**config.mk**
```make
export PLATFORM = sky130hd
export DESIGN_NAME = ghist_front
export DESIGN_NICKNAME = d
export VERILOG_FILES = /design/src/sv/ghist_pkg.sv /design/src/sv/ghist_front.sv
export SDC_FILE = /design/constraint.sdc
export NUM_CORES = 2
export LEC_CHECK = 0
export BUFFER_PORTS_ARGS = -buffer_cell sky130_fd_sc_hd__buf_2
export CORE_MARGIN = 5
export CORE_UTILIZATION = 55
export DETAILED_ROUTE_END_ITERATION = 16
export PLACE_DENSITY = 0.8
export SYNTH_ARGS = -nofsm -noshare
export SYNTH_HDL_FRONTEND = slang
export SYNTH_SLANG_ARGS = --single-unit
export TNS_END_PERCENT = 1
```
**constraint.sdc**
```tcl
create_clock -name clk -period 6 [get_ports clk]
set_input_delay 1.2 -clock clk [delete_from_list [all_inputs] [get_ports clk]]
set_output_delay 1.2 -clock clk [all_outputs]
set_load 0.02 [all_outputs]
```
**src/sv/ghist_pkg.sv**
```systemverilog
// shared types and constants for the gray intensity histogram
// no dependencies; imported by every ghist module except ghist_queue
package ghist_pkg;

    // request kinds
    localparam logic REQ_ACCUM = 1'b0;
    localparam logic REQ_READ  = 1'b1;

    // default sizing
    localparam int DEF_MAX_BINS   = 256;
    localparam int DEF_COUNT_BITS = 24;

    // luma weights in hundredths and reciprocal of 100 (s * 5243 >> 19 == s / 100, s <= 25500)
    localparam int WEIGHT_R    = 21;
    localparam int WEIGHT_G    = 72;
    localparam int WEIGHT_B    = 7;
    localparam int SUM_BITS    = 15;
    localparam int RECIP       = 5243;
    localparam int RECIP_BITS  = 13;
    localparam int RECIP_SHIFT = 19;

    localparam int GRAY_LEVELS    = 256;
    localparam int OUT_COUNT_BITS = 24;

    // queue sizing (powers of two)
    localparam int WORK_Q_DEPTH = 8;
    localparam int RSP_Q_DEPTH  = 4;

    typedef struct packed {
        logic       req_type;
        logic [7:0] red;
        logic [7:0] green;
        logic [7:0] blue;
        logic [7:0] bin_index;
    } request_t;

    typedef struct packed {
        logic [23:0] bin_count;
        logic        count_saturated;
        logic        index_ok;
        logic [8:0]  bins_in_use;
    } result_t;

    // classified request between front and back
    typedef struct packed {
        logic       req_type;
        logic [7:0] idx;
    } work_t;

    // table build / clearing pass control
    typedef struct packed {
        logic       active;
        logic       clear;
        logic [7:0] gray;
        logic [7:0] bin;
    } sweep_t;

endpackage

```
**src/sv/ghist_front.sv**
```systemverilog
// front part: weighted sum, divide by 100, gray-to-bin table lookup, clamp
// depends on ghist_pkg
module ghist_front (
    input  logic                clk,
    input  logic                rst_n,
    input  logic                accept,
    input  ghist_pkg::request_t req,
    input  ghist_pkg::sweep_t   sweep,
    input  logic [8:0]          nbins,
    output logic                work_valid,
    output ghist_pkg::work_t    work,
    output logic [1:0]          inflight
);

    import ghist_pkg::*;

    localparam int PROD_BITS = SUM_BITS + RECIP_BITS;

    logic                 s1_valid_reg, s2_valid_reg, s3_valid_reg;
    logic                 s1_req_reg, s2_req_reg, s3_req_reg;
    logic [7:0]           s1_idx_reg, s2_idx_reg, s3_idx_reg;
    logic [SUM_BITS-1:0]  s1_sum_reg, s1_sum_next;
    logic [7:0]           s2_gray_reg, s2_gray_next;
    logic [7:0]           s3_bin_reg;
    logic [PROD_BITS-1:0] prod;
    logic [7:0]           tbl [GRAY_LEVELS];
    logic [7:0]           last_bin;

    always_comb
    begin
        s1_sum_next = SUM_BITS'(WEIGHT_R) * SUM_BITS'(req.red)
                    + SUM_BITS'(WEIGHT_G) * SUM_BITS'(req.green)
                    + SUM_BITS'(WEIGHT_B) * SUM_BITS'(req.blue);
        prod         = PROD_BITS'(s1_sum_reg) * PROD_BITS'(RECIP);
        s2_gray_next = prod[RECIP_SHIFT +: 8];
        last_bin     = 8'(nbins - 9'd1);
    end

    always_ff @(posedge clk or negedge rst_n)
    begin
        if (!rst_n)
        begin
            s1_valid_reg <= 1'b0;
            s2_valid_reg <= 1'b0;
            s3_valid_reg <= 1'b0;
        end
        else
        begin
            s1_valid_reg <= accept;
            s2_valid_reg <= s1_valid_reg;
            s3_valid_reg <= s2_valid_reg;
        end
    end

    always_ff @(posedge clk)
    begin
        s1_req_reg  <= req.req_type;
        s1_idx_reg  <= req.bin_index;
        s1_sum_reg  <= s1_sum_next;
        s2_req_reg  <= s1_req_reg;
        s2_idx_reg  <= s1_idx_reg;
        s2_gray_reg <= s2_gray_next;
        s3_req_reg  <= s2_req_reg;
        s3_idx_reg  <= s2_idx_reg;
    end

    // gray level to raw bin, filled by the table build pass
    always_ff @(posedge clk)
    begin
        if (sweep.active)
        begin
            tbl[sweep.gray] <= sweep.bin;
        end
        s3_bin_reg <= tbl[s2_gray_reg];
    end

    always_comb
    begin
        work_valid    = s3_valid_reg;
        work.req_type = s3_req_reg;
        if (s3_req_reg == REQ_READ)
        begin
            work.idx = s3_idx_reg;
        end
        else if ({1'b0, s3_bin_reg} >= nbins)
        begin
            // bins beyond the cap fold into the last bin
            work.idx = last_bin;
        end
        else
        begin
            work.idx = s3_bin_reg;
        end
        inflight = 2'(s1_valid_reg) + 2'(s2_valid_reg) + 2'(s3_valid_reg);
    end

endmodule

```
Word-level counts from Yosys, hierarchy flattened:

Memory sizes are Yosys's and may differ from the RTL's. A register that Yosys moved wholly into a read port is not among the register bits.
Cells that the tools add are included.

* mux-type cells: 4
* magnitude comparators: 1
* add/subtract/negate cells: 5
* multipliers: 4

Operators with widths (count)
* $mul A15 B13 Y27 const B: 1
* $mux W8: 2
* $add A13 B15 Y15: 1
* $add A15 B11 Y15: 1
* $mul A5 B8 Y13 const A: 1
* $mul A4 B8 Y12 const A: 1
* $mul A3 B8 Y11 const A: 1
* $ge A8 B9 Y1: 1
* $sub A8 B1 Y8 const B: 1
* $add A1 B1 Y2: 1
* $add A2 B1 Y2: 1
* $mux W1: 2

* register bits: 53
* output and inout bits: 12
* bits in writable memories: 2048
* memories: 1

Memories
* tbl: words 256, bits a word 8, rd ports 1, clocked after Yosys merged registers in 1, write ports 1, line ghist_front.sv:26 `logic [7:0] tbl [GRAY_LEVELS];`

Logic depth before layout (Yosys ltp):

* word-level depth: 3
* depth in mapped cells: 17
* depth with buffers taken out: 17

Least setup slack after synthesis:

Ideal clock, no wire load.

* path type: input port to flip-flop
* from: in req[17] (netlist bit)
* to: reg s1_sum_reg[14]
* buffers on the path: 0
* slack: 0.959 ns
* setup time: 0.121 ns
* data arrival time: 4.920 ns
* cell stages on the path: 17
* cells stage by stage: ha_1 -> ha_1 -> ha_1 -> inv_1 -> fa_1 -> inv_1 -> fa_1 -> inv_1 -> fa_1 -> inv_1 -> ha_1 -> or2_2 -> a21oi_1 -> nor2b_1 -> a41oi_1 -> a21oi_1 -> xor2_1

* longest elaborated chain between the ends: 3

Ends and longest elaborated chain
* from (decl): line ghist_front.sv:7 `input ghist_pkg::request_t req,`
* $mul A4 B8 Y12: line ghist_front.sv:32 `+ SUM_BITS'(WEIGHT_G) * SUM_BITS'(req.green)`
* $add A13 B15 Y15: line ghist_front.sv:32
* $add A15 B11 Y15: line ghist_front.sv:33 `+ SUM_BITS'(WEIGHT_B) * SUM_BITS'(req.blue);`
* net s1_sum_next[14]: line ghist_front.sv:22 `logic [SUM_BITS-1:0] s1_sum_reg, s1_sum_next;`
* to (signal assigned): line ghist_front.sv:59 `s1_sum_reg <= s1_sum_next;`
* to (decl): line ghist_front.sv:22

The timed path passes the listed nets, and every way through them passes these cells.

Worst setup path in the final report:

* from: reg s1_sum_reg[11]
* to: reg s2_gray_reg[7]

* longest elaborated chain between the ends: 1

Ends and longest elaborated chain
* $mul A15 B13 Y27: line ghist_front.sv:34 `prod = PROD_BITS'(s1_sum_reg) * PROD_BITS'(RECIP);`
* net prod[26]: line ghist_front.sv:25 `logic [PROD_BITS-1:0] prod;`
* to (signal assigned): line ghist_front.sv:62 `s2_gray_reg <= s2_gray_next;`
* to (decl): line ghist_front.sv:23 `logic [7:0] s2_gray_reg, s2_gray_next;`

The timed path passes the listed nets, and every way through them passes these cells.

==> impl_results.md <==
* Slew HR at 17.5%
* RePlAce Congestion at 0.906
* Synth area leader: edfxtp_1
* Cts hold-fix bufs at 0
* Final setup fails at 0
* Routed WL at ~200000 um
* Most common cell after layout, fill and taps aside: edfxtp_1
* Crit Path Max Fanout at 6
* Num CTS Buffers at 194
* First-pass GRT wire length at 302000 um
* Post-synthesis area per instance at 20.2 sq um
* Bufs on Longest Clock Path at 3
* FF-to-FF path depth at 15
* CTS Sinks at 2109
* CTS tree: yes
* Routed length per instance at 31.1 um
* Cell Area, Synth at 86100 sq um
* Vias per Instance at 6.61
* H-Tree Depth at 4
* Hold WC Path Type: input pin to asynchronous set/reset pin
* DPL Wire Length at about 120000 um
* Fillers at 10139
* Main synth FF type: edfxtp_1
* Setup bufs post-CTS at 0
* Skew-Pair Late Insertion Delay at 830 ps
* Die Area at between 150000 and 200000 sq um
* Max capacitance violation total at 0
* Max FFs per register at about 2000
* IO Count at 75
* Largest net degree at the start of global routing at 154
* Pre-antenna DRT Iters at 8
* Cell Rows at ~150
* Final-report hold violation count at 0
* Grt ovf at 0
* Worst setup margin at 977 ps
* Setup WS pre-CTS at approximately 620 ps
* I/O Buffers at 73
* Startpoint types: register
* Nets at 4711
* Ys async rst share at 0.142%
* Die H at 406 um
* CP endpoint kind: register
* Setup TNS at 0 ps
* PostCTS Resize Cnt at 0
* RSZ-0062 raised after global routing: no
* Worst slew pin tran at 1230 ps
* Area Overhead vs Synth at 10.2%
* DRC at 0
* Cells after synthesis at 4258
* Syn. warnings at 0
* Data arrival time of the worst path at 5750 ps
* Clock Skew at approximately 33 ps
* Clock slew at reported path FFs at 60 ps
* Initial antenna violation count at 12
* Max Freq at 0.199 GHz
* Antenna viol nets, final at 0
* Clock root cell: clkbuf_16
* Syn Nets at 4580
* Cell Pwr Density at around 530 nW/um^2
* Core region area at 156000 sq um
* Status: completed
* Final min period at 5020 ps
* Die X at between 400 and 500 um
* Via count at around 44000
* Critical Path RT at 6730 ps
* Final-report max-slew violation count at 0
* Synth top area share at 71.4%
* Final period util at a little over four fifths
* EDFF count, synth at 2048
* Critical path start-end classification: register to register
* Pleak at 31.0 nW
* Synth area leaders: edfxtp_1 (71%), mux4_2 (14%), fa_1 (2.4%), ha_1 (2.3%), mux2i_1 (1.5%)
* Seq cells post-synth at 2109
* Most frequent cells in the layout: edfxtp_1 (2048), mux4_2 (528), nor2_1 (284), inv_1 (199), clkbuf_16 (198)
* Number of global-route vias before repair at around 44000
* Multi-input gate area at 21600 sq um
* Starting DRT DRC Count at 6452
* Layout cells sized above 1 at 21.3%
* Reg area at between 60000 and 70000 sq um
* Seq/Total Area, Yosys at between 70% and 80%
* Yosys cell types at 51
* Starting Density at between 50% and 60%
* Total GRT Usage at 25.3%
* Worst ir drop on vdd at around 1.3 mV
-- power breakdown --
part	internal (mW)	leakage (nW)	switching (mW)
combinational	9.61	9.14	12.2
sequential	16.4	18.9	0.555
clock	6.32	2.90	5.38
total	32.3	31.0	18.1
-- cell type report --
| type | instances | area share, % |
|---|---|---|
| sequential | 2109 | 66.1 |
| multi-input combinational | 1724 | 22.8 |
| clock buffer | 236 | 5.38 |
| tap | 2058 | 2.71 |
| timing repair buffer | 161 | 1.35 |
| clock inverter | 119 | 0.845 |
| inverter | 199 | 0.787 |
| antenna | 10 | 0.0264 |
-- per-layer routing --
layer  up-vias  global-route usage [%]  part of all wire, %
met5         -                       0                    0
met4         0                    10.7                  4.9
met3       577                    6.28                   11
met2      3273                    40.3                   48
met1     22440                    33.8                   35
li1      17466                       -                    -
-- per-stage QoR --
stage / power, mW / hold slack (ps) / utilization, % / cells / cell area [sq um]
detailed placement: 38.8 / 312 / 57.0 / 6251 / 89000
global placement: 38.4 / 312 / 57.0 / 6251 / 89000
floorplan: 32.9 / 310 / - / 4258 / 86100
finish: 50.4 / 158 / 60.8 / 6616 / 94900
CTS: 50.7 / 110 / 60.8 / 6606 / 94900
global route: 53.8 / 124 / 60.8 / 6606 / 94900
-- cells by family after synthesis --
kind of cell | share of synthesized area [%]
xor gates and xnor gates | 0.336
adders and majority gates | 4.66
buffers and inverters | 2.12
AOI/OAI and AO/OA | 2.37
and+or+nand+nor | 2.40
DFF | 72.8
muxes | 15.3
-- synth_stat cells, types with 9 or more instances --
cell,number
fa_1,103
nor3_1,25
nand3_1,46
a211oi_1,14
ha_1,156
xnor2_1,26
a22oi_1,59
clkbuf_1,124
nand2_1,57
buf_4,37
dfxtp_1,58
a22o_1,11
o221ai_1,37
a31oi_1,11
a21oi_1,77
o31ai_1,13
a21o_1,9
edfxtp_1,2048
nor2_1,285
inv_1,199
mux4_2,528
o22ai_1,16
mux2i_1,127
nor4_1,9
nor2b_1,17
buf_2,50
nand4_1,17
o21ai_0,25
buf_1,11
-- path summary, 6_finish.rpt --
kind / startpoint / slack [ps] / to
setup / recovery: s1_sum_reg[11] / 980 / s2_gray_reg[7]
hold / removal: rst_n / 160 / work_valid
setup reg to reg: s1_sum_reg[11] / 980 / s2_gray_reg[7]
hold reg to reg: s2_idx_reg[7] / 320 / s3_idx_reg[7]
max in group asynchronous: rst_n / 5740 / s1_valid_reg
min in group clk: s2_idx_reg[7] / 320 / s3_idx_reg[7]
-- critical path, cell delays in order (launching register included) --
cell and delay [ps]:
dfxtp_1 560, ha_1 330, fa_1 520, fa_1 450, fa_1 550, inv_1 60, fa_1 480, inv_1 40
ha_1 280, a211oi_1 230, o21ai_0 180, a211o_1 300, a211oi_1 400, o41ai_1 210, a21oi_1 210, xnor2_1 130
Note: power is estimated with default switching activity, not from simulation.
