`src/sv/ghist_pkg.sv`:
```
// shared types and constants for the gray intensity histogram
// no dependencies; imported by every ghist module except ghist_queue
package ghist_pkg;

    // request kinds
    localparam logic REQ_ACCUM = 1'b0;
    localparam logic REQ_READ  = 1'b1;

    // default sizing
    localparam int DEF_MAX_BINS   = 256;
    localparam int DEF_COUNT_BITS = 24;

    // luma weights in hundredths and reciprocal of 100 (s * 5243 >> 19 == s / 100, s <= 25500)
    localparam int WEIGHT_R    = 21;
    localparam int WEIGHT_G    = 72;
    localparam int WEIGHT_B    = 7;
    localparam int SUM_BITS    = 15;
    localparam int RECIP       = 5243;
    localparam int RECIP_BITS  = 13;
    localparam int RECIP_SHIFT = 19;

    localparam int GRAY_LEVELS    = 256;
    localparam int OUT_COUNT_BITS = 24;

    // queue sizing (powers of two)
    localparam int WORK_Q_DEPTH = 8;
    localparam int RSP_Q_DEPTH  = 4;

    typedef struct packed {
        logic       req_type;
        logic [7:0] red;
        logic [7:0] green;
        logic [7:0] blue;
        logic [7:0] bin_index;
    } request_t;

    typedef struct packed {
        logic [23:0] bin_count;
        logic        count_saturated;
        logic        index_ok;
        logic [8:0]  bins_in_use;
    } result_t;

    // classified request between front and back
    typedef struct packed {
        logic       req_type;
        logic [7:0] idx;
    } work_t;

    // table build / clearing pass control
    typedef struct packed {
        logic       active;
        logic       clear;
        logic [7:0] gray;
        logic [7:0] bin;
    } sweep_t;

endpackage

```
`src/sv/ghist_cfg.sv`:
```
// bin width register and gray-to-bin table build / clearing pass sequencer
// depends on ghist_pkg
module ghist_cfg #(
    parameter int MAX_BINS = 256
) (
    input  logic              clk,
    input  logic              rst_n,
    input  logic              cfg_we,
    input  logic [8:0]        cfg_wdata,
    output ghist_pkg::sweep_t sweep,
    output logic [8:0]        nbins
);

    import ghist_pkg::*;

    logic [8:0] width_reg, width_next;
    logic       active_reg, active_next;
    logic       clear_reg, clear_next;
    logic [7:0] gray_reg, gray_next;
    logic [7:0] bin_reg, bin_next;
    logic [8:0] rem_reg, rem_next;
    logic [8:0] nbins_reg, nbins_next;
    logic [8:0] eff_w_m1;
    logic [8:0] last_bins;

    always_comb
    begin
        // a width of zero acts as one
        eff_w_m1    = (width_reg == 9'd0) ? 9'd0 : width_reg - 9'd1;
        last_bins   = {1'b0, bin_reg} + 9'd1;
        width_next  = width_reg;
        active_next = active_reg;
        clear_next  = clear_reg;
        gray_next   = gray_reg;
        bin_next    = bin_reg;
        rem_next    = rem_reg;
        nbins_next  = nbins_reg;
        if (active_reg)
        begin
            gray_next = gray_reg + 8'd1;
            if (rem_reg == eff_w_m1)
            begin
                rem_next = 9'd0;
                bin_next = bin_reg + 8'd1;
            end
            else
            begin
                rem_next = rem_reg + 9'd1;
            end
            if (gray_reg == 8'(GRAY_LEVELS - 1))
            begin
                active_next = 1'b0;
                clear_next  = 1'b0;
                nbins_next  = (last_bins > 9'(MAX_BINS)) ? 9'(MAX_BINS) : last_bins;
            end
        end
        if (cfg_we)
        begin
            // restart the table build; a pending clear carries on
            width_next  = cfg_wdata;
            active_next = 1'b1;
            gray_next   = 8'd0;
            bin_next    = 8'd0;
            rem_next    = 9'd0;
        end
    end

    always_ff @(posedge clk or negedge rst_n)
    begin
        if (!rst_n)
        begin
            width_reg  <= 9'd1;
            active_reg <= 1'b1;
            clear_reg  <= 1'b1;
            gray_reg   <= 8'd0;
            bin_reg    <= 8'd0;
            rem_reg    <= 9'd0;
            nbins_reg  <= 9'(MAX_BINS);
        end
        else
        begin
            width_reg  <= width_next;
            active_reg <= active_next;
            clear_reg  <= clear_next;
            gray_reg   <= gray_next;
            bin_reg    <= bin_next;
            rem_reg    <= rem_next;
            nbins_reg  <= nbins_next;
        end
    end

    assign sweep.active = active_reg;
    assign sweep.clear  = clear_reg;
    assign sweep.gray   = gray_reg;
    assign sweep.bin    = bin_reg;
    assign nbins        = nbins_reg;

endmodule

```
`config.mk`:
```
export PLATFORM = sky130hd
export DESIGN_NAME = ghist_cfg
export DESIGN_NICKNAME = d
export VERILOG_FILES = /design/src/sv/ghist_pkg.sv /design/src/sv/ghist_cfg.sv
export SDC_FILE = /design/constraint.sdc
export NUM_CORES = 1
export LEC_CHECK = 0
export CORE_MARGIN = 2
export CORE_UTILIZATION = 55
export DETAILED_ROUTE_END_ITERATION = 12
export DONT_BUFFER_PORTS = 1
export PLACE_DENSITY = 0.8
export SYNTH_ARGS = -nofsm -noshare
export SYNTH_HDL_FRONTEND = slang
export SYNTH_SLANG_ARGS = --single-unit
```
`constraint.sdc`:
```
create_clock -name clk -period 4 [get_ports clk]
set_clock_uncertainty 0.05 [all_clocks]
set_input_delay 0.2 -clock clk [delete_from_list [all_inputs] [get_ports clk]]
set_output_delay 0.2 -clock clk [all_outputs]
set_load 0.005 [all_outputs]
```
After elaboration in Yosys (flattened, before gate mapping):

Index checks and enable logic that the tools add are counted.

* flip-flop bits (word level): 45
* input bits: 12
* output and inout port bits: 27

* add/subtract/negate cells: 5
* order comparisons: 1
* equal/unequal tests: 2
* multiplexer cells: 13
* reduce and logical (&&, ||, !) cells: 5

Operators with widths (number)
* $mux W9: 5
* $mux W8: 5
* $add A8 B1 Y8 const B: 2
* $add A8 B1 Y9 const B: 1
* $add A9 B1 Y9 const B: 1
* $eq A9 B9 Y1: 1
* $gt A9 B9 Y1 const B: 1
* $logic_not A9 Y1: 1
* $sub A9 B1 Y9 const B: 1
* $eq A8 B8 Y1 const B: 1
* $reduce_and A2 Y1: 2
* $reduce_bool A2 Y1: 2
* $mux W1: 3

Depth between registers and ports, before layout:

* word-level depth: 6
* gate-level depth with buffers: 10
* depth with buffers taken out: 9

Worst setup path after synthesis:

Ideal clock, no wire load.

* kind: flip-flop to flip-flop
* start: reg width_reg[0]
* end: reg bin_reg[0]
* library setup time: 125 ps
* data arrival time: 2760 ps
* data required time: 3825 ps
* setup slack: 1065 ps
* stages on the path, launching flop included: 11
* period minus slack after synthesis: 2935 ps
* cell sequence: dfstp_2 > inv_1 > ha_1 > or4b_4 > or2_1 > or3_1 > and4_4 > a211o_4 > and3_4 > buf_6 > mux2_4

* word-level cells in the longest chain between the ends: 5
* elaborated cells on any way between the ends: 6
* those cells by class: 1 x add/sub; 1 x eq/ne; 1 x mux; 3 x reduce/logical

RTL lines
* start: declaration: RTL line ghist_cfg.sv:16 `logic [8:0] width_reg, width_next;`
* start signal: assignment: RTL line ghist_cfg.sv:82 `width_reg <= width_next;`
* $sub A9 B1 Y9 or $logic_not A9 Y1 (tied branches): RTL line ghist_cfg.sv:29 `eff_w_m1 = (width_reg == 9'd0) ? 9'd0 : width_reg - 9'd1;`
* $mux W9 *: RTL line ghist_cfg.sv:29
* $eq A9 B9 Y1 *: RTL line ghist_cfg.sv:41 `if (rem_reg == eff_w_m1)`
* $reduce_bool A2 Y1 (no source line) *
* $reduce_and A2 Y1 (no source line) *
* end signal: assignment: RTL line ghist_cfg.sv:86 `bin_reg <= bin_next;`
* end: declaration: RTL line ghist_cfg.sv:20 `logic [7:0] bin_reg, bin_next;`

Mark *: on every way between the ends. The rest lies on a longest branch, timed or not.
A chain may end at the register's enable or synchronous reset.

Worst setup path in the final report:

Ends and elaborated chain as after synthesis.

==> results.toml <==
[global_route]
grt_usage = 0.214
grt_pass1_wl_um = 8870
grt_max_degree = 46
grt_pass1_vias = 1949
antenna_found_initial = 0
globalRouteOverflowTotal = 0

[synth]
synth.most_common_cell = "dfrtp_1"
yosys-top-cells-count = "dfrtp_1 (41), nand2_1 (25), nor2_1 (24)"
yosys.area.top_type = "dfrtp_1"
yosysWarnings = 0
syn-num-nets = 280
synth_edf_count = 0
netlist_area_um2 = 2550
synthArstFlopShare = 1.00
synth.yosys.seq_area_share = 0.443
synth_top_area_share = 0.402
synth_flop_cell = "dfrtp_1"
ys_types = 45
syn_inst = 264
synth_seq_cells = 45
synth_area_per_cell_um2 = 9.68
synth.area.top_cells = "dfrtp_1 (40%), mux2_2 (5.7%), o21ai_0 (4.5%), dfstp_2 (4.1%), nand2_1 (3.7%)"

[clock_tree]
path_clk_slew_ns = 0.07
cts_resized = 0
ctsHoldBuffers = 5
clockBufferDepth = 2
clk_latency_ns = 0.29
cts_setup_buffers = 0
cts_made_buffers = 5
cts_max_level = 2
cts.sinks = 45
cts_tree = "yes"
clockRootBuffer = "clkbuf_8"

[sta]
hold_violations = 0
finalCritPeriodShare = 0.754
finalSetupViolCount = 0
fin_crit_ns = 3.02
rsz0062_at_grt = "false"
fin_ws_ns = 0.983
slew_violations = 0
worstMarginPinSlew_ns = 0.964
relSlewSlack = 0.355
fin_setup_tns_ns = 0
max_clock_freq_mhz = 331

[power]
power_frac_clock = 0.330
power_frac_comb = 0.112
p_int_mw = 0.658
p_sw_frac = 0.251
ir_drop_v = 0.000235
power_frac_seq = 0.558
p_per_area_nw_per_um2 = 319
p_leak_nw = 1.17
power.total_mw = 0.878
power.switching_mw = 0.220

[final_layout]
diodes = 0
register_area_um2 = 1130
nets = 283
drive_gt1_frac = 0.146
area_delta_synth_final_pct = 7.84
layout.cells.non_filler = 320
post-route-cell-area_um2 = 2760
multiInputGateArea_um2 = 1340
fillCellCount = 367

[placement]
dpl_cell_area_um2 = 2560
gp_congestion = 0.856
dp.cells = 304
dp_hpwl_um = 3350
pre_cts_slack_ns = 1.01
port_buffers = 0

[worst_setup_path]
worst-path-stages = 9
crit_end = "bin_reg[0]"
end_kind = "flip-flop"
crit_buf_inv = 1
crit_fanout = 8
critical_path_arrival_ns = 3.14
crit_slowest_cell = "or4b_4"
reg2reg_from = "width_reg[0]"
ff2ff_setup_slack_ns = 0.98
critPathLaunch = "width_reg[0]"
reg2regPathDepth = 9
reg2reg_to = "bin_reg[0]"
worstPathRequired_ns = 4.13
start_kind = "flip-flop"
critPathKind = "reg2reg"
cp_cell_sequence = "inv_1 -> ha_1 -> or4b_4 -> or2_1 -> or3_1 -> and4_4 -> a211o_4 -> and3_4 -> mux2_4"
crit_family = "simple AND/OR/NAND/NOR gates"
cp_slowest_stage_delay_ns = 0.50

[detailed_routing]
drt-total-wl_um = 5060
wl_per_cell_um = 15.8
dr_total_vias = 1979
drt-vias-per-instance = 6.18
first_iter_violations = 123
drtPass1Iterations = 4
drc = 0
postRouteAntennaNets = 0

[floorplan]
start_util = 0.579
die_w_um = 72.2
fp-row-count = 24
boundaryPins = 39
chipHeight_um = 72.2
dieArea_um2 = 5210
coreArea_um2 = 4410

[status]
status = "finished, final reports clean"

[hold_path]
hold_class = "in2reg"

[flow_run]
cap_viol_max_count = 0
## layout make-up
cell class	count	share of cell area
flip-flops and latches	45	0.411
repair buffers	9	0.0381
multi-input cells	200	0.485
clock inverters	1	0.00272
inverters	6	0.00817
clock buffers	7	0.0313
well taps	52	0.0236
## worst min-delay path by stage
| stage | startpoint | endpoint | slack [ns] | depth (start not counted) |
|---|---|---|---|---|
| after floorplan | rst_n | bin_reg[0] | -0.15 | 0 |
| after global placement | rst_n | width_reg[6] | -0.14 | 0 |
| after detailed placement | rst_n | width_reg[4] | -0.14 | 0 |
| after CTS | cfg_we | width_reg[0] | 0.0008 | 2 |
| after global routing | cfg_wdata[4] | width_reg[4] | 0.002 | 1 |
| final | cfg_wdata[2] | width_reg[2] | 0.009 | 1 |
## stage by stage
stage | utilization | hold WS [ns]
final | 0.624 | 0.00894
after global routing | 0.624 | 0.00198
after CTS | 0.617 | 0.000765
after detailed placement | 0.581 | -0.145
after global placement | 0.581 | -0.145
after floorplan | - | -0.146
## per-layer routing
| metal | up-vias | GRT usage | wire (um) |
|---|---|---|---|
| met5 | - | 0 | 0 |
| met3 | 10 | 0.0486 | 277 |
| met2 | 57 | 0.355 | 2540 |
| met4 | 0 | 0.0797 | 80 |
| met1 | 973 | 0.275 | 2170 |
| li1 | 939 | - | - |
## cells in the final DEF (no fill, tap or decap), types with 2 or more instances in the layout
| cell | synthesis | routed |
|---|---|---|
| nor2_1 | 24 | 24 |
| nand2_1 | 25 | 25 |
| dfrtp_1 | 41 | 41 |
| nor4_2 | 7 | 7 |
| ha_1 | 4 | 4 |
| mux2i_1 | 4 | 4 |
| a21oi_1 | 7 | 7 |
| clkbuf_8 | 0 | 6 |
| dfstp_2 | 4 | 4 |
| nand4_1 | 7 | 7 |
| xor2_1 | 8 | 8 |
| inv_1 | 6 | 6 |
| o211ai_1 | 2 | 2 |
| nand3_1 | 8 | 8 |
| nor2b_1 | 9 | 9 |
| o32ai_1 | 2 | 2 |
| and2_1 | 2 | 2 |
| xnor2_1 | 9 | 9 |
| or4_1 | 2 | 2 |
| dlygate4sd3_1 | 0 | 7 |
| o21ai_0 | 23 | 23 |
| o21bai_1 | 2 | 2 |
| mux2_2 | 13 | 13 |
| a21o_1 | 3 | 3 |
| and3_1 | 14 | 14 |
| nand2b_1 | 4 | 4 |
| or3_1 | 5 | 5 |
## power groups by stage
| stage | logic (mW) | clock network, mW | registers [mW] |
|---|---|---|---|
| 2_1_floorplan | 0.0718 | 0 | 0.493 |
| 3_3_place_gp | 0.0744 | 0 | 0.499 |
| 3_5_place_dp | 0.0765 | 0 | 0.500 |
| 4_1_cts | 0.0969 | 0.297 | 0.491 |
| 5_1_grt | 0.110 | 0.315 | 0.493 |
| 6_report | 0.0983 | 0.289 | 0.490 |
## kinds of logic after synthesis
logic type | after synthesis | synth area share
flip-flops | 45 | 0.443
buffers and inverters | 19 | 0.0338
multiplexers | 18 | 0.0788
AND/OR/NAND/NOR | 118 | 0.265
adder cells (fa/ha/maj) | 4 | 0.0196
XOR/XNOR | 17 | 0.0583
AO/OA/AOI/OAI | 43 | 0.102
No activity file was read; power rests on OpenSTA's default activity.
