--- src/sv/ghist_queue.sv ---
// small first-in first-out queue of registers
// generic, no package dependency; DEPTH must be a power of two
module ghist_queue #(
    parameter int WIDTH = 9,
    parameter int DEPTH = 8
) (
    input  logic                       clk,
    input  logic                       rst_n,
    input  logic                       push,
    input  logic [WIDTH-1:0]           wdata,
    input  logic                       pop,
    output logic [WIDTH-1:0]           rdata,
    output logic [$clog2(DEPTH+1)-1:0] count
);

    localparam int PTR_BITS = $clog2(DEPTH);
    localparam int CNT_BITS = $clog2(DEPTH+1);

    logic [WIDTH-1:0]    mem [DEPTH];
    logic [PTR_BITS-1:0] wr_ptr_reg, wr_ptr_next;
    logic [PTR_BITS-1:0] rd_ptr_reg, rd_ptr_next;
    logic [CNT_BITS-1:0] count_reg, count_next;

    always_comb
    begin
        wr_ptr_next = push ? wr_ptr_reg + PTR_BITS'(1) : wr_ptr_reg;
        rd_ptr_next = pop ? rd_ptr_reg + PTR_BITS'(1) : rd_ptr_reg;
        count_next  = count_reg + CNT_BITS'(push) - CNT_BITS'(pop);
    end

    always_ff @(posedge clk or negedge rst_n)
    begin
        if (!rst_n)
        begin
            wr_ptr_reg <= '0;
            rd_ptr_reg <= '0;
            count_reg  <= '0;
        end
        else
        begin
            wr_ptr_reg <= wr_ptr_next;
            rd_ptr_reg <= rd_ptr_next;
            count_reg  <= count_next;
        end
    end

    always_ff @(posedge clk)
    begin
        if (push)
        begin
            mem[wr_ptr_reg] <= wdata;
        end
    end

    assign rdata = mem[rd_ptr_reg];
    assign count = count_reg;

endmodule

--- config.mk ---
export PLATFORM = sky130hd
export DESIGN_NAME = ghist_queue
export DESIGN_NICKNAME = d
export VERILOG_FILES = /design/src/sv/ghist_queue.sv
export SDC_FILE = /design/constraint.sdc
export NUM_CORES = 1
export LEC_CHECK = 0
export BUFFER_PORTS_ARGS = -buffer_cell sky130_fd_sc_hd__buf_4
export CAP_MARGIN = 20
export CORE_MARGIN = 4
export CORE_UTILIZATION = 53
export DETAILED_ROUTE_END_ITERATION = 7
export GPL_ROUTABILITY_DRIVEN = 0
export PLACE_DENSITY = 0.79
export REMOVE_ABC_BUFFERS = 1
export SLEW_MARGIN = 20
export SYNTH_ARGS = -nofsm -noshare
export SYNTH_HDL_FRONTEND = slang
export SYNTH_SLANG_ARGS = --single-unit
export TNS_END_PERCENT = 30
--- constraint.sdc ---
create_clock -name clk -period 1.7 [get_ports clk]
set_input_delay 0.17 -clock clk [delete_from_list [all_inputs] [get_ports clk]]
set_output_delay 0.17 -clock clk [all_outputs]
set_load 0.02 [all_outputs]
After elaboration in Yosys (flattened, before gate mapping) --
Memory sizes are Yosys's and may differ from the RTL's. Cells that the tools add are included.
Operators by class: add/subtract/negate cells 4, multiplexer cells 2
Operator list (number):
- $add A3 B1 Y3 const B | 2
- $add A4 B1 Y4 | 1
- $sub A4 B1 Y4 | 1
- $mux W1 | 2
Word-level totals: register bits after elaboration 10, bits in writable memories 72, output and inout bits 13, word-level logic and storage cells 10, memories 1
Memories:
- mem | words 8, width 9, read ports 1, clocked after memory_dff 0, write ports 1, RTL line 19 | logic [WIDTH-1:0] mem [DEPTH];

Longest topological paths before layout --
Gate-level depths: netlist (run 1).
word-level depth 2, mapped depth 7, gate-level depth less buffers 7

Worst setup path before layout (run 1) --
No wires, ideal clock.
path kind register to register, start register wr_ptr_reg[1], end memory mem[0][0], enable pin, setup time 0.387 ns, arrival 1.238 ns, required time 1.313 ns, path slack 0.076 ns, stages on the path, launching flop included 3, buffers on the path 0, period minus slack after synthesis 1.624 ns, path through dfrtp_1 nand2b_1 nor3_1
RTL lines:
- from (decl) | RTL line 20 | logic [PTR_BITS-1:0] wr_ptr_reg, wr_ptr_next;
- from (signal assigned) | RTL line 41 | wr_ptr_reg <= wr_ptr_next;
- to (decl) | RTL line 19
No word-level cell before the write port.

Final worst setup path (run 1) --
start register rd_ptr_reg[0], end output rdata[5]
Between the ends: longest elaborated chain between the ends 1
Ends and longest elaborated chain:
- from (decl) | RTL line 21 | logic [PTR_BITS-1:0] rd_ptr_reg, rd_ptr_next;
- from (signal assigned) | RTL line 42 | rd_ptr_reg <= rd_ptr_next;
- $mem_v2 Z8 W9
- to (decl) | RTL line 12 | output logic [WIDTH-1:0] rdata,
No other way between the ends.

==> results.env, run 1 <==
FINALWORSTSETUPSLACK_NS=-0.380
CTS-HTREE-LEVELS=3
FILLCELLCOUNT=405
IO_BUFFERS=25
CELLPOWERDENSITY_nW_PER_UM2=1800
FP.DIEW_UM=87.1
SYN_AREA_SQ_UM=3320
ANTENNA_CELLS=0
NUMBER_OF_HOLD_SLACK_VIOLATIONS_IN_THE_FINAL_TIMING_REPORT=0
TOTAL_SWITCHING_POWER_uW=2230
CLKTRANSATPATHREGS_NS=0.08
POST_DR_VIAS_CELL=5.45
PERIOD_SHARE=1.22
DIE_H_UM=87.1
SYNTH_CELL_TYPES=21
SYNTH-XOR-AREA-SHARE=0.0185
OVERALL_GLOBAL_ROUTING_RESOURCE_USAGE=0.178
CAP_VIOLATIONS=0
CRITICAL_PATH.STARTPOINT_TYPE='flop'
POWER_FRAC_CLOCK=0.178
LARGEST_REGISTER_FFS=72
GRT_PASS1_VIAS=1640
CRITPATHKIND='flop to output pin'
POST_SYNTHESIS_CELL_COUNT=154
VIOLATIONS='setup timing'
ROW_COUNT=28
IO-PIN-COUNT=26
COMBPWRFRAC=0.423
TIMING.SETUP.TNS_NS=-3.28
ROUTED_WIRELENGTH_MM=5.83
DRIVE_ABOVE_1_SHARE=0.413
CRITPATHCAPTURETYPE='output pin'
POST_SYNTH_MUX_AREA_SHARE=0.180
FINAL_CORE_UTILIZATION=0.651
CLOCKBUFFERDEPTH=2
CORE_AREA_SQ_UM=5990
DETAIL_ROUTE.DRC_VIOLATIONS=0
DETAILEDPLACEMENTHPWL_MM=3.67
RELSLEWSLACK=0.850
GRTUSAGEMET1=0.230
RESULT_OF_THE_RUN='complete, but fails checks'
PERIOD_MINUS_SLACK_NS=2.08
MAX_TRANSITION_VIOLS_FINAL=0
YOSYS.AREA_SHARE.ADDER=0.0287
NUMBER_OF_CLOCK_SINKS_SEEN_BY_CTS=82
CTS_MADE_BUFFERS=9
GRT_SETUP_UNREPAIRED='yes'
SYNTH_AREA_IN_COMPOUND_GATES=0.00377
SYN-MEAN-INSTANCE-AREA_SQ_UM=21.5
POWER_SWITCHING_SHARE=0.318
P_LEAK_uW=0.00142
SYNTH.FF_LATCH_COUNT=82
LAYOUT-AREA-OVERHEAD-VS-SYNTH_PCT=17.6
SEQUENTIAL_SHARE_OF_THE_SYNTHESIZED_AREA=0.728
GLOBAL_ROUTE_WIRE_LENGTH_BEFORE_REPAIR_MM=9.33
PIN_COUNT_OF_THE_BIGGEST_NET_ENTERING_GLOBAL_ROUTING=16
ROOT_CELL_OF_THE_CLOCK_TREE='sky130_fd_sc_hd__clkbuf_8'
WORST-SLEW-PIN-TRANSITION_NS=0.225
MET3_TRACK_USAGE_GR=0.0501
OVERFLOW=0
SHARE_OF_POWER_BURNED_IN_REGISTERS=0.398
DPL_CELL_AREA_SQ_UM=3670
DRT_ITER0_MARKERS=107
SYNTH_TOP_FAMILY_BY_AREA='multiplexers'
DESIGN_AREA_SQ_UM=3900
CRIT_PATH_MAX_FANOUT=8
GRT.MET2_USAGE=0.288
YOSYS_WARNINGS=0
DIE_AREA_SQ_UM=7590
CLOCK_SKEW_NS=0.00684
TIMING.FINAL.SETUP_VIOLATIONS=9
ANTENNA_FOUND_INITIAL=0
VIAS=1532
NUM-NETS-FINAL=221
WL_PER_CELL_UM=20.8
DETAIL-ROUTE-ANTENNA-NETS=0
POST_SYNTH_AND_OR_NAND_NOR_AREA_FRACTION=0.0200
HOLD_CLASS='input port to flop'
MAX_CLOCK_FREQ_MHz=481
PRECTSSETUPSLACK_NS=-0.0554
P_INT_uW=4780
CLOCK_INSERTION_DELAY_WORST_SKEW_NS=0.35
INITIAL_CELL_DENSITY_OF_THE_CORE=0.553
CP_ARRIVAL_NS=1.91
FIRST_PASS_ITERS=4
TRITONCTS='done'
WORST_EP_REQUIRED_TIME_NS=1.53
GLOBALROUTE.BUSIESTLAYER='met2'
WORST_VDD_RAIL_IR_DROP_mV=0.951
FINALPOWER_uW=7010
-- cell families (layout without fill, tap and decap cells) --
logic type | after synthesis | after routing
buf+inv | 12 | 64
mux | 29 | 29
flops | 82 | 82
fa+ha+maj | 7 | 7
simple gates | 15 | 15
compound gates | 2 | 2
xor+xnor | 7 | 7
-- worst max-delay path, cell delays in order, from the launching register on --
cell and delay (ns):
sky130_fd_sc_hd__dfrtp_2 0.47, sky130_fd_sc_hd__buf_16 0.17, sky130_fd_sc_hd__mux4_2 0.52, sky130_fd_sc_hd__mux2_4 0.28, sky130_fd_sc_hd__buf_6 0.13
-- area by class of cell --
class | instances | area (sq um) | area share
Clock buffer | 9 | 124 | 0.0318
Clock inverter | 7 | 51.3 | 0.0132
Inverter | 7 | 26.3 | 0.00674
Multi-Input combinational cell | 60 | 798 | 0.205
Sequential cell | 82 | 2410 | 0.619
Tap cell | 75 | 93.8 | 0.0241
Timing Repair Buffer | 41 | 393 | 0.101
-- worst paths after layout --
path	start	endpoint	depth (start not counted)	slack [ns]
hold reg to reg	wr_ptr_reg[2]	wr_ptr_reg[2]	1	0.58
max in group asynchronous	rst_n	rd_ptr_reg[0]	2	1.36
hold / removal	pop	rd_ptr_reg[0]	2	0.04
setup / recovery	rd_ptr_reg[0]	rdata[5]	4	-0.38
min in group asynchronous	rst_n	count[1]	2	0.18
setup reg to reg	count[0]	count[3]	7	0.14
-- cells in the final DEF, fill, tap and decap left out, types with 3 or more instances in the layout --
cell	n
sky130_fd_sc_hd__buf_4	27
sky130_fd_sc_hd__buf_6	10
sky130_fd_sc_hd__clkbuf_8	9
sky130_fd_sc_hd__dfrtp_1	9
sky130_fd_sc_hd__edfxtp_1	72
sky130_fd_sc_hd__ha_1	6
sky130_fd_sc_hd__inv_1	7
sky130_fd_sc_hd__mux2_4	9
sky130_fd_sc_hd__mux4_2	18
sky130_fd_sc_hd__nand2_1	4
sky130_fd_sc_hd__nand2b_1	3
sky130_fd_sc_hd__nor2_1	6
sky130_fd_sc_hd__xnor2_1	5
-- cell usage after synthesis --
| cell type | count | area [sq um] |
|---|---|---|
| sky130_fd_sc_hd__a21o_1 | 1 | 7.51 |
| sky130_fd_sc_hd__a21oi_1 | 1 | 5.00 |
| sky130_fd_sc_hd__buf_12 | 1 | 20.0 |
| sky130_fd_sc_hd__buf_2 | 2 | 10.0 |
| sky130_fd_sc_hd__buf_6 | 1 | 11.3 |
| sky130_fd_sc_hd__clkbuf_1 | 1 | 3.75 |
| sky130_fd_sc_hd__dfrtp_1 | 10 | 250 |
| sky130_fd_sc_hd__edfxtp_1 | 72 | 2160 |
| sky130_fd_sc_hd__fa_1 | 1 | 20.0 |
| sky130_fd_sc_hd__ha_1 | 6 | 75.1 |
| sky130_fd_sc_hd__inv_1 | 7 | 26.3 |
| sky130_fd_sc_hd__mux2_2 | 2 | 22.5 |
| sky130_fd_sc_hd__mux2_4 | 9 | 135 |
| sky130_fd_sc_hd__mux4_1 | 9 | 236 |
| sky130_fd_sc_hd__mux4_2 | 9 | 203 |
| sky130_fd_sc_hd__nand2_1 | 4 | 15.0 |
| sky130_fd_sc_hd__nand2b_1 | 3 | 18.8 |
| sky130_fd_sc_hd__nor2_1 | 6 | 22.5 |
| sky130_fd_sc_hd__nor3_1 | 2 | 10.0 |
| sky130_fd_sc_hd__xnor2_1 | 5 | 43.8 |
| sky130_fd_sc_hd__xor2_1 | 2 | 17.5 |
-- metrics by stage --
| stage | instances | hold slack [ns] |
|---|---|---|
| detailed placement | 262 | 0.00894 |
| CTS | 281 | 0.0142 |
| global route | 281 | 0.0225 |
| finish | 281 | 0.0416 |
| floorplan | 149 | -0.126 |
| global placement | 262 | 0.00493 |
-- layer usage --
metal | routed length (um) | part of all wire | vias to the layer above
met2 | 3090 | 0.53 | 50
li1 | - | - | 699
met5 | 0 | 0 | -
met1 | 2240 | 0.38 | 776
met4 | 80 | 0.014 | 0
met3 | 427 | 0.073 | 7
-- what timing repair did --
item                                   4_1_cts  5_1_grt
resized for setup                           21        0
endpoints found under the hold margin       10        0
hold buffers                                 1        0
buffers inserted                             1        0
setup endpoints to repair                    9        9
cloned                                       1        0
-- power groups by stage --
stage	combinational [uW]	clock, uW	sequential, uW
finish	2970	1250	2790
global route	3170	1400	2830
CTS	3030	1280	2790
detailed placement	2730	0	2810
global placement	2610	0	2780
floorplan	1510	0	3000
(Power assumes the default switching activity.)
==> run 2, diff against run 1 <==
- CORE_UTILIZATION: 53 -> 55
- PLACE_DENSITY: 0.79 -> 0.78
- clock period: 1.7 -> 2.6 ns (I/O delays scaled with it)
==> run 2 against run 1 <==
Compared with the run above: the run now ends clean; register-to-register slack improved by 0.73 ns; first-iteration DRC count increased by 12%; global-route usage grew 0.15 points; combinational power down 45%; cell area fell by 2.2%; critical endpoint is now rdata[8]; highest routed layer unchanged.
==> results.env, run 2 (same netlist as run 1, synthesis figures left out) <==
DRIVE_ABOVE_1_SHARE=0.345
TIMING.CRITICAL_PATH.BUF_INV=2
CORE_AREA_SQ_UM=5890
CELLPOWERDENSITY_nW_PER_UM2=1110
WORSTSETUPSTARTPOINT='rd_ptr_reg[0]'
IO-PIN-COUNT=26
LARGEST_REGISTER_FFS=72
GLOBAL_ROUTE_WIRE_LENGTH_BEFORE_REPAIR_MM=9.34
TRITONCTS='done'
WORST_EP_REQUIRED_TIME_NS=2.34
WORST-R2R-SETUP-SLACK_NS=0.87
DRT_ITER0_MARKERS=120
RELSLEWSLACK=0.524
ROOT_CELL_OF_THE_CLOCK_TREE='sky130_fd_sc_hd__clkbuf_8'
WL_PER_CELL_UM=20.7
VIAS=1569
NUMBER_OF_HOLD_SLACK_VIOLATIONS_IN_THE_FINAL_TIMING_REPORT=0
IO_BUFFERS=25
CTS_HOLD_REPAIR.BUFFERS=1
CAP_VIOLATIONS=0
POST-CTS-SETUP-BUFFER-COUNT=0
POST_DR_VIAS_CELL=5.64
ENDPOINT_OF_THE_WORST_REGISTER_TO_REGISTER_PATH='mem[1][0]'
RESULT_OF_THE_RUN='complete, no violations'
CTS-HTREE-LEVELS=3
DETAIL-ROUTE-ANTENNA-NETS=0
DETAIL_ROUTE.DRC_VIOLATIONS=0
CLOCKBUFFERDEPTH=2
FF_LATCH_AREA_SQ_UM=2410
DETAILEDPLACEMENTHPWL_MM=3.96
CRITICAL_PATH.STARTPOINT_TYPE='flop'
CRITPATHTOPFAMILY='multiplexers'
CRIT-REG2REG-LAUNCH='wr_ptr_reg[2]'
LAYOUT-AREA-OVERHEAD-VS-SYNTH_PCT=15.0
MOSTFREQUENTLAYOUTCELL='sky130_fd_sc_hd__edfxtp_1'
GRT_SETUP_UNREPAIRED='no'
CLOCK_INSERTION_DELAY_WORST_SKEW_NS=0.33
ROUTED_WIRELENGTH_MM=5.76
CRITPATHCAPTURETYPE='output pin'
CRITPATHKIND='flop to output pin'
FILLCELLCOUNT=416
CRIT_PATH_MAX_FANOUT=8
WORST-SLEW-PIN-TRANSITION_NS=0.714
CTS_MADE_BUFFERS=9
TIMING.FINAL.SETUP_VIOLATIONS=0
PIN_COUNT_OF_THE_BIGGEST_NET_ENTERING_GLOBAL_ROUTING=20
P_LEAK_uW=0.00141
OVERALL_GLOBAL_ROUTING_RESOURCE_USAGE=0.180
GRT_PASS1_VIAS=1780
NUM-NETS-FINAL=218
ROW_COUNT=28
CTS.REPAIR.RESIZED=0
PERIOD_SHARE=0.916
INITIAL_CELL_DENSITY_OF_THE_CORE=0.563
TIMING.REG2REG.WORST_PATH_DEPTH=3
ANTENNA_CELLS=0
CP_ARRIVAL_NS=2.12
PERIOD_MINUS_SLACK_NS=2.38
CPMAXSTAGEDELAYCELL='sky130_fd_sc_hd__mux4_1'
CRITICAL_PATH.CELL_CHAIN='buf_4 -> mux4_1 -> mux2_4 -> buf_4'
MAX_CLOCK_FREQ_MHz=420
LAYOUT.CELLS.MOST_COMMON_LIST='72 x sky130_fd_sc_hd__edfxtp_1, 37 x sky130_fd_sc_hd__buf_4, 10 x sky130_fd_sc_hd__dfrtp_1'
OVERFLOW=0
HOLD_CLASS='input port to flop'
FP.DIEW_UM=85.6
MAX_TRANSITION_VIOLS_FINAL=0
WORST_VDD_RAIL_IR_DROP_mV=0.589
CPMOSTUSEDCELL='sky130_fd_sc_hd__buf_4'
CRITICAL-PATH-MAX-STAGE-DELAY_NS=0.58
MULTI_INPUT_COMB_AREA_SQ_UM=832
DIE_AREA_SQ_UM=7340
TIMING.SETUP.TNS_NS=0
CP.DEPTH=4
WORSTSETUPENDPOINT='rdata[8]'
CLOCK_SKEW_NS=0.00712
FIRST_PASS_ITERS=4
NUMBER_OF_CLOCK_SINKS_SEEN_BY_CTS=82
DIE_H_UM=85.6
ANTENNA_FOUND_INITIAL=0
FINAL_CORE_UTILIZATION=0.648
CLKTRANSATPATHREGS_NS=0.08
-- run 2: routing by layer --
metal | vias to the layer above | part of all wire | track usage | wire length, um
met5 | - | 0 | 0 | 0
met2 | 36 | 0.54 | 0.302 | 3090
met1 | 822 | 0.40 | 0.216 | 2330
li1 | 701 | - | - | -
met3 | 10 | 0.038 | 0.0451 | 216
met4 | 0 | 0.020 | 0.0921 | 117
-- run 2: layout make-up --
type | count | area share
Timing Repair Buffer | 38 | 0.0755
Tap cell | 75 | 0.0246
Clock buffer | 9 | 0.0325
Inverter | 7 | 0.00689
Clock inverter | 7 | 0.00952
Multi-Input combinational cell | 60 | 0.218
Sequential cell | 82 | 0.633
-- run 2: worst register-to-register path, cell delays in order, from the launching register on --
cell,delay [ns]
sky130_fd_sc_hd__dfrtp_1,0.46
sky130_fd_sc_hd__nand2b_1,0.21
sky130_fd_sc_hd__nor2_1,0.50
sky130_fd_sc_hd__buf_4,0.27
-- run 2: where the power goes --
group | internal (uW) | leakage, uW | switching (uW) | total (uW)
Clock | 333 | 0.0000775 | 414 | 747
Combinational | 875 | 0.000559 | 764 | 1640
Sequential | 1690 | 0.000771 | 174 | 1860
-- run 2: worst min-delay path by stage --
| stage | startpoint | end | slack, ns | cells past startpoint |
|---|---|---|---|---|
| after CTS | pop | rd_ptr_reg[0] | 0.13 | 2 |
| after global placement | rst_n | count[3] | 0.09 | 1 |
| after floorplan | rst_n | count[0] | -0.04 | 0 |
| final | pop | rd_ptr_reg[0] | 0.14 | 2 |
| after detailed placement | rst_n | count[2] | 0.1 | 1 |
| after global routing | pop | rd_ptr_reg[0] | 0.12 | 2 |
-- run 2: metrics by stage --
stage / instance area [sq um] / std cells / total power, uW / setup WS, ns / hold WS (ns)
after detailed placement: 3640 / 261 / 3560 / 0.555 / 0.0954
final: 3810 / 278 / 4250 / 0.220 / 0.142
after CTS: 3810 / 278 / 4300 / 0.178 / 0.131
after global placement: 3640 / 261 / 3470 / 0.601 / 0.0928
after floorplan: 3270 / 149 / 2950 / 0.531 / -0.0356
after global routing: 3810 / 278 / 4500 / 0.0836 / 0.118
==> run 3, diff against run 2 <==
- CORE_UTILIZATION: 55 -> 57
- MAX_ROUTING_LAYER: default -> met4
- PLACE_DENSITY: 0.78 -> 0.8
==> run 3 against run 2 <==
Compared with the run above: cell area up 0.69%; highest routed layer unchanged; first-iteration DRC count fell by 23%; non-clock buffer count fell by 1; power is 3.2% higher; count of clock-buffer cells in the layout rose by 5; largest power group unchanged; routed wire length fell by 3.3%; critical path type unchanged.
==> results.env, run 3 (same netlist as run 1, synthesis figures left out) <==
RESULT_OF_THE_RUN='complete, no violations'
DIE_H_UM=84.3
DIE_AREA_SQ_UM=7100
FINALPOWER_uW=4380
CRIT_PATH_MAX_FANOUT=14
WORST_EP_REQUIRED_TIME_NS=2.34
CPMAXSTAGEDELAYCELL='sky130_fd_sc_hd__mux4_1'
CORE_AREA_SQ_UM=5570
ROOT_CELL_OF_THE_CLOCK_TREE='sky130_fd_sc_hd__clkbuf_8'
CLKTRANSATPATHREGS_NS=0.08
CLOCK_INSERTION_DELAY_WORST_SKEW_NS=0.34
DRIVE_ABOVE_1_SHARE=0.342
PIN_COUNT_OF_THE_BIGGEST_NET_ENTERING_GLOBAL_ROUTING=15
CTS-HTREE-LEVELS=3
CELLPOWERDENSITY_nW_PER_UM2=1140
CP.DEPTH=4
GRT_PASS1_VIAS=1662
METAL2_WL_MM=2.83
DETAIL_ROUTE.DRC_VIOLATIONS=0
IO_BUFFERS=25
WORSTSETUPENDPOINT='rdata[1]'
ROUTE.MET3.WL_UM=301
TIMING.CRITICAL_PATH.BUF_INV=2
WORST_VDD_RAIL_IR_DROP_mV=0.673
ANTENNA_CELLS=0
DETAIL-ROUTE-ANTENNA-NETS=0
GLOBAL_ROUTE_WIRE_LENGTH_BEFORE_REPAIR_MM=9.04
NUMBER_OF_HOLD_SLACK_VIOLATIONS_IN_THE_FINAL_TIMING_REPORT=0
TIMING.SETUP.TNS_NS=0
DETAILEDPLACEMENTHPWL_MM=3.68
OVERFLOW=0
FF_LATCH_AREA_SQ_UM=2410
PERIOD_SHARE=0.876
RELSLEWSLACK=0.496
WORST-SLEW-PIN-TRANSITION_NS=0.756
DRT_ITER0_MARKERS=92
LARGEST_REGISTER_FFS=72
FILLCELLCOUNT=369
ROUTED_WIRELENGTH_MM=5.57
CTS_MADE_BUFFERS=9
TIMING.FINAL.SETUP_VIOLATIONS=0
IO-PIN-COUNT=26
ROW_COUNT=27
MAX_CLOCK_FREQ_MHz=439
CLOCK_SKEW_NS=0.00841
WORST-R2R-SETUP-SLACK_NS=0.82
OVERALL_GLOBAL_ROUTING_RESOURCE_USAGE=0.181
CP_ARRIVAL_NS=2.02
POST_DR_VIAS_CELL=5.67
CRITICAL-PATH-MAX-STAGE-DELAY_NS=0.61
CRITICAL_PATH.CELL_CHAIN='buf_4 -> mux4_1 -> mux2_4 -> buf_4'
FP.DIEW_UM=84.3
P_LEAK_uW=0.00142
HOLD_CLASS='input port to flop'
FINAL_CORE_UTILIZATION=0.689
FIRST_PASS_ITERS=4
LAYOUT.CELLS.MOST_COMMON_LIST='72 x sky130_fd_sc_hd__edfxtp_1, 36 x sky130_fd_sc_hd__buf_4, 11 x sky130_fd_sc_hd__clkbuf_8'
CAP_VIOLATIONS=0
HOLD_WS_NS=0.126
PERIOD_MINUS_SLACK_NS=2.28
TRITONCTS='done'
MET1_LENGTH_MM=2.32
CRITPATHKIND='flop to output pin'
NUM-NETS-FINAL=217
MULTI_INPUT_COMB_AREA_SQ_UM=832
TOP_SIGNAL_LAYER_USED='met4'
CPMOSTUSEDCELL='sky130_fd_sc_hd__buf_4'
ENDPOINT_OF_THE_WORST_REGISTER_TO_REGISTER_PATH='mem[0][2]'
CRITICAL_PATH.STARTPOINT_TYPE='flop'
WORSTSETUPSTARTPOINT='rd_ptr_reg[0]'
GRT_SETUP_UNREPAIRED='no'
WL_PER_CELL_UM=20.3
NUMBER_OF_CLOCK_SINKS_SEEN_BY_CTS=82
ANTENNA_FOUND_INITIAL=0
CLOCKBUFFERDEPTH=2
LAYOUT-AREA-OVERHEAD-VS-SYNTH_PCT=15.8
CRITPATHCAPTURETYPE='output pin'
TIMING.REG2REG.WORST_PATH_DEPTH=3
INITIAL_CELL_DENSITY_OF_THE_CORE=0.595
MAX_TRANSITION_VIOLS_FINAL=0
CRIT-REG2REG-LAUNCH='wr_ptr_reg[1]'
CRITPATHTOPFAMILY='multiplexers'
MOSTFREQUENTLAYOUTCELL='sky130_fd_sc_hd__edfxtp_1'
VIAS=1554
run 3: metrics by stage:
stage | worst slack (ns) | instance area, sq um | std cells
final | 0.323 | 3840 | 274
after global placement | 0.738 | 3630 | 257
after detailed placement | 0.644 | 3630 | 257
after floorplan | 0.531 | 3270 | 149
after CTS | 0.276 | 3840 | 274
after global routing | 0.224 | 3840 | 274
run 3: how the worst min path moves through the flow:
stage,end,slack [ns],from,cells past startpoint
floorplan,count[0],-0.04,rst_n,0
global route,rd_ptr_reg[0],0.13,pop,2
detailed placement,wr_ptr_reg[1],0.1,rst_n,1
CTS,rd_ptr_reg[0],0.11,pop,2
global placement,wr_ptr_reg[1],0.09,rst_n,1
finish,rd_ptr_reg[0],0.13,pop,2
run 3: final cells by class:
| cell class | instances | share of cell area |
|---|---|---|
| Clock inverter | 2 | 0.00913 |
| Timing Repair Buffer | 37 | 0.0730 |
| Sequential cell | 82 | 0.628 |
| Tap cell | 72 | 0.0235 |
| Inverter | 7 | 0.00684 |
| Clock buffer | 14 | 0.0424 |
| Multi-Input combinational cell | 60 | 0.217 |
run 3: per-layer routing:
metal	track usage	vias up
met5	-	-
met4	0.0921	0
met3	0.0314	12
met2	0.272	48
met1	0.240	794
li1	-	700
run 3: timing repair:
action                    in CTS  in global routing
hold buffers                   1                  0
setup buffers                  0                  0
hold endpoints to repair      10                  0
resized for setup              0                  0
run 3: power by group:
| group | internal [uW] | total, uW | switching [uW] |
|---|---|---|---|
| logic | 869 | 1610 | 744 |
| registers | 1690 | 1870 | 181 |
| clock network | 496 | 900 | 403 |
run 3: worst reg2reg max path, stage by stage (launching register included):
cell                       delay, ns
sky130_fd_sc_hd__dfrtp_1        0.41
sky130_fd_sc_hd__nand2b_1       0.20
sky130_fd_sc_hd__nor3_1         0.57
sky130_fd_sc_hd__buf_4          0.30
